--- src/hdl/csc_pkg.sv ---
// Shared types, constants and arithmetic helpers of the climate sensor compensation block.
`default_nettype none

package csc_pkg;

	typedef logic signed [31:0] word_t;

	localparam int DIV_W = 32;

	localparam logic [2:0] CFG_TEMP       = 3'd0;
	localparam logic [2:0] CFG_PRESS_LOW  = 3'd1;
	localparam logic [2:0] CFG_PRESS_HIGH = 3'd2;
	localparam logic [2:0] CFG_PRESS_HUM  = 3'd3;
	localparam logic [2:0] CFG_HUM_TAIL   = 3'd4;

	localparam word_t TEMP_MIN    = -32'sd4000;
	localparam word_t TEMP_MAX    = 32'sd8500;
	localparam logic [31:0] PRESS_MIN = 32'd30000;
	localparam logic [31:0] PRESS_MAX = 32'd110000;
	localparam word_t HUM_E_MAX   = 32'sd419430400;
	localparam word_t HUM_MAX     = 32'sd102400;
	localparam word_t P_OFFSET    = 32'sd64000;
	localparam word_t H_OFFSET    = 32'sd76800;
	localparam logic [31:0] P_FULL = 32'd1048576;
	localparam logic [31:0] P_SCALE = 32'd3125;

	typedef struct packed {
		logic [2:0]  measurement_mask;
		logic [19:0] raw_pressure;
		logic [19:0] raw_temperature;
		logic [15:0] raw_humidity;
	} sample_t;

	typedef struct packed {
		logic signed [14:0] temperature_centi;
		logic [16:0]        pressure_pa;
		logic [16:0]        humidity_q10;
	} result_t;

	// Side information that travels beside the pressure divider.
	typedef struct packed {
		logic [2:0]         mask;
		logic               div_zero;
		logic               dbl;
		logic signed [14:0] temp;
		word_t              hum_c;
	} tag_t;

	// Low 32 bits of a product, which is the same for signed and unsigned operands.
	function automatic word_t smul(input word_t a, input word_t b);
		return a * b;
	endfunction

	// Signed division by 2**k with truncation toward zero.
	function automatic word_t sdiv_p2(input word_t x, input logic [4:0] k);
		word_t bias;
		bias = x[31] ? word_t'(~(32'hFFFF_FFFF << k)) : 32'sd0;
		return (x + bias) >>> k;
	endfunction

endpackage

`default_nettype wire

--- src/hdl/csc_div.sv ---
// Pipelined unsigned 32-bit restoring divider, one quotient bit per stage.
`default_nettype none

module csc_div (
	input  wire logic        clk,
	input  wire logic [31:0] dividend,
	input  wire logic [31:0] divisor,
	output logic [31:0]      quotient
);
	import csc_pkg::*;

	logic [DIV_W-1:0] rem_q [DIV_W];
	logic [DIV_W-1:0] num_q [DIV_W];
	logic [DIV_W-1:0] den_q [DIV_W];
	logic [DIV_W-1:0] quo_q [DIV_W];

	logic [DIV_W-1:0] pr_rem [DIV_W];
	logic [DIV_W-1:0] pr_num [DIV_W];
	logic [DIV_W-1:0] pr_den [DIV_W];
	logic [DIV_W-1:0] pr_quo [DIV_W];
	logic [DIV_W:0]   diff   [DIV_W];
	logic [DIV_W-1:0] nx_rem [DIV_W];
	logic [DIV_W-1:0] nx_quo [DIV_W];

	always_comb begin
		pr_rem[0] = '0;
		pr_num[0] = dividend;
		pr_den[0] = divisor;
		pr_quo[0] = '0;
		for (int i = 1; i < DIV_W; i++) begin
			pr_rem[i] = rem_q[i-1];
			pr_num[i] = num_q[i-1];
			pr_den[i] = den_q[i-1];
			pr_quo[i] = quo_q[i-1];
		end
		for (int i = 0; i < DIV_W; i++) begin
			diff[i] = {pr_rem[i], pr_num[i][DIV_W-1]} - {1'b0, pr_den[i]};
			if (!diff[i][DIV_W]) begin
				nx_rem[i] = diff[i][DIV_W-1:0];
			end else begin
				nx_rem[i] = {pr_rem[i][DIV_W-2:0], pr_num[i][DIV_W-1]};
			end
			nx_quo[i] = {pr_quo[i][DIV_W-2:0], ~diff[i][DIV_W]};
		end
	end

	always_ff @(posedge clk) begin
		for (int i = 0; i < DIV_W; i++) begin
			rem_q[i] <= nx_rem[i];
			num_q[i] <= {pr_num[i][DIV_W-2:0], 1'b0};
			den_q[i] <= pr_den[i];
			quo_q[i] <= nx_quo[i];
		end
	end

	assign quotient = quo_q[DIV_W-1];

endmodule

`default_nettype wire

--- config.mk ---
export PLATFORM = sky130hd
export DESIGN_NAME = csc_div
export DESIGN_NICKNAME = d
export VERILOG_FILES = /design/src/hdl/csc_pkg.sv /design/src/hdl/csc_div.sv
export SDC_FILE = /design/constraint.sdc
export NUM_CORES = 2
export LEC_CHECK = 0
export CORE_MARGIN = 3
export CORE_UTILIZATION = 45
export CTS_BUF_LIST = sky130_fd_sc_hd__clkbuf_8
export DETAILED_ROUTE_END_ITERATION = 6
export DONT_BUFFER_PORTS = 1
export HOLD_SLACK_MARGIN = 0.08
export MAX_ROUTING_LAYER = met4
export PLACE_DENSITY = 0.72
export SYNTH_ARGS = -nofsm -noshare
export SYNTH_HDL_FRONTEND = slang
export SYNTH_SLANG_ARGS = --single-unit
--- constraint.sdc ---
create_clock -name clk -period 3.3 [get_ports clk]
set_input_delay 0.165 -clock clk [delete_from_list [all_inputs] [get_ports clk]]
set_output_delay 0.165 -clock clk [all_outputs]
set_load 0.01 [all_outputs]
==> impl_results.md <==
- Status: finished with violations
- Failing checks: negative setup slack
- Synthesis-to-finish area growth: 29.8%
- CTS Buffer Depth: 4
- Post-synthesis xor/xnor area fraction: between 5 and 6%
- TritonRoute pass-1 iters: 5
- Max Freq: between 0.2 and 0.3 GHz
- Simple-gate area share of the yosys netlist: under 10%
- Post-placement cell area: 139000 sq um
- Hold Vio Cnt, Final: 0
- CP Launch Type: flip-flop
- WL met3: 13.3 mm
- Max rail drop VDD: 0.822 mV
- Crit path cell chain: inv_2, ha_4, fa_2, nor2b_2, o31a_1, o21ai_2, o21a_4, o31ai_4, o211ai_1, nand3_1, nor4bb_1, or4_4, buf_12, buf_16, mux2_4
- Post-detailed-routing wire length: 313 mm
- H-tree depth: 5
- RSZ-0062 raised after global routing: true
- Non-filler cells, final: 18500
- Filler cells: roughly 22000
- Synth warn: 0
- Crit path max-delay cell type: or4_4
- Highest Signal Layer: met4
- Largest net degree at the start of global routing: 46
- Met1 wire length: around 130 mm
- Register-to-Register Path Depth: 15
- Antenna Nets Post-Route: 0
- CTS tree: yes
- Final Setup Violations: about 500
- RePlAce Congestion: between 0.9 and 1
- Hold Crit Class: input pin to flip-flop
- #FFs+latches synth: 3008
- Post-Synth Adder-Cell Area: between 10% and 20%
- Sequential area share after synthesis: 48.3%
- Vias in the first global route: 94900
- Initial antenna violation count: 6
- Area of the multi-input gates: 64500 sq um
- Netlist cell types: 91
- Final worst slack: -0.302 ns
- Post-synthesis compound-gate area fraction: approximately 16%
- Remaining global-route overflow: 0
- Reg clk slew, reported paths: about 0.07 ns
- Synth Instances: 12300
- DR vias: about 95000
- Max-cap viol count: 0
- CTS Sinks: 3008
- Worst Skew: 0.122 ns
- Worst Path Required: 4.24 ns
- PortBufs: 0
- Final net count: between 15000 and 20000
- Inserted Clock Buffers: 480
- Post-route DRC violation count: 0
- Placed instance count: roughly 17000
- Initial DRC Count: 5763
- Min Tclk post-route: around 3.6 ns
- CP arrival: roughly 4.5 ns
- Crit end category: flip-flop
- Initial Util: between 40% and 50%
- Full die area: roughly 280000 sq um
- Fin area: 162000 sq um
- Routed met2 length: 151 mm
- Routed len/inst: 16.9 um
- Final period utilization: 109%
- Hold Path Depth: 2
- Ys flop type: dfxtp_1
- Setup Total Neg Slack: -68.11 ns
- Largest family of logic cells by synthesized area: compound AO/OA/AOI/OAI gates
- Skew-Pair Late Insertion Delay: 1.12 ns
- Die height: 533 um
- Boundary Pins: 97
- Proportion of synthesized area in mux cells: 6.95%
- GRT Overall Usage: 21.5%
- Hpwl dp: 210 mm
- Hold slack final: 0.212 ns
- Final Max Tran Viols: 0
- Crit path largest cell delay: 0.63 ns
- Asr flop ratio synth: 0%
- CTS Root Cell: clkbuf_8
- Storage element area: just over 60000 sq um
- Slew margin rel.: 44.1%
- Global-route wire length before repair: 490 mm
- Power Density: 1250 nW/um^2
- Worst slew pin tran: 0.835 ns
- Proportion of layout cells with a drive suffix above 1: 26.3%
- Core Box Area: roughly 270000 sq um
- CP max FO: 4
- Floorplan row count: between 150 and 200
- Die Wd: about 530 um
- EDFF count, synth: 0
- Mapped Area: 125000 sq um
- Setup CP Type: flip-flop to flip-flop
- Avg Vias per Cell: 5.12
- Leak pwr: about 77 nW
- Syn avg cell area: 10.1 sq um
==> sequential cells by signal, indices dropped and copies added (netlist names) <==
register and flops:
num_q 496, quo_q 528, rem_q 992, den_q 992
==> what timing repair did <==
item | CTS | global route
endpoints found under the hold margin | 81 | 0
endpoints found under the setup margin | 946 | 934
setup buffers | 220 | 119
hold buffers | 171 | 0
gates resized for setup | 868 | 738
cloned | 75 | 18
pin swaps | 233 | 237
==> cells in the final DEF, fill, tap and decap left out, drive strengths merged, types with 92 or more instances in the layout <==
| cell | count |
|---|---|
| nand2b | 126 |
| a21o | 505 |
| xnor2 | 509 |
| dfxtp | 3008 |
| nand2 | 653 |
| nor2 | 522 |
| nand4 | 133 |
| buf | 1677 |
| clkbuf | 633 |
| mux2 | 706 |
| nor3 | 92 |
| nand3 | 193 |
| o21ai | 666 |
| inv | 1336 |
| nor2b | 129 |
| ha | 993 |
| xor2 | 288 |
| o21bai | 95 |
| a21oi | 877 |
| dlygate4sd3 | 171 |
| o21a | 155 |
==> critical path, delay by kind of cell, from the launching register on <==
kind                     cells  cell delay [ns]
AND/OR/NAND/NOR              4             1.03
flip-flops                   1             0.32
adder cells (fa/ha/maj)      2             0.50
AO/OA/AOI/OAI                5             0.96
buffers and inverters        3             0.37
multiplexers                 1             0.29
==> power breakdown <==
part	leakage, nW	switching, W	total [W]	internal [W]
sequential	25.4	0.00664	0.0543	0.0476
clock	5.99	0.0151	0.0350	0.0199
combinational	45.8	0.0512	0.113	0.0617
==> metal layers <==
layer	vias to the layer above	GRT usage, %
met2	2274	36.5
met4	0	8.52
met1	44400	25.7
met5	-	-
met3	786	2.85
li1	47200	-
==> synthesized netlist by cell type (62+ instances only) <==
cell	count	area (sq um)
nor2b_1	129	807
xor2_1	287	2510
mux2_2	655	7380
o21bai_1	95	713
o211ai_1	67	503
a21o_1	505	3790
mux2i_1	72	721
xnor2_1	509	4460
nor3_1	92	460
nand2b_1	126	788
nand4_1	133	832
inv_1	1212	4550
o21ai_0	653	3270
a21oi_1	876	4380
and3_1	79	494
a31oi_1	85	532
nand3_1	193	966
nor2_1	522	1960
clkbuf_1	244	916
a211oi_1	62	465
ha_1	993	12400
nand2_1	653	2450
o31ai_1	77	578
dfxtp_1	3008	60200
o21a_1	155	1160
==> layout make-up <==
cell class                      count  area share (%)
Antenna cell                        2         0.00309
Clock buffer                      615            5.23
Clock inverter                    261            1.49
Inverter                         1214            2.83
Multi-Input combinational cell   7812            39.8
Sequential cell                  3008            37.3
Tap cell                         3686            2.85
Timing Repair Buffer             1868            10.5
==> worst paths after layout <==
path,from,end,slack [ns]
hold reg to reg,num_q[0][104],num_q[0][136],0.28
setup reg to reg,num_q[1][340],rem_q[1][365],-0.30
setup / recovery,num_q[1][340],rem_q[1][365],-0.30
hold / removal,dividend[23],num_q[0][23],0.21
==> through the flow <==
stage	util (%)	worst slack (ns)	total power (W)
after floorplan	-	-0.151	0.114
after global placement	50.7	-0.469	0.140
after detailed placement	50.7	-0.508	0.141
after CTS	57.8	-0.367	0.196
after global routing	58.9	-0.433	0.215
final	58.9	-0.302	0.202
==> cell families (layout without fill, tap and decap cells) <==
family,count (synthesis),count (layout)
AO/OA/AOI/OAI,3046,3046
XOR/XNOR,797,797
adder cells (fa/ha/maj),1023,1023
buffers and inverters,1524,3958
flip-flops,3008,3008
multiplexers,778,778
other,1,17
AND/OR/NAND/NOR,2153,2153
Power figures use the tool's default switching activity.
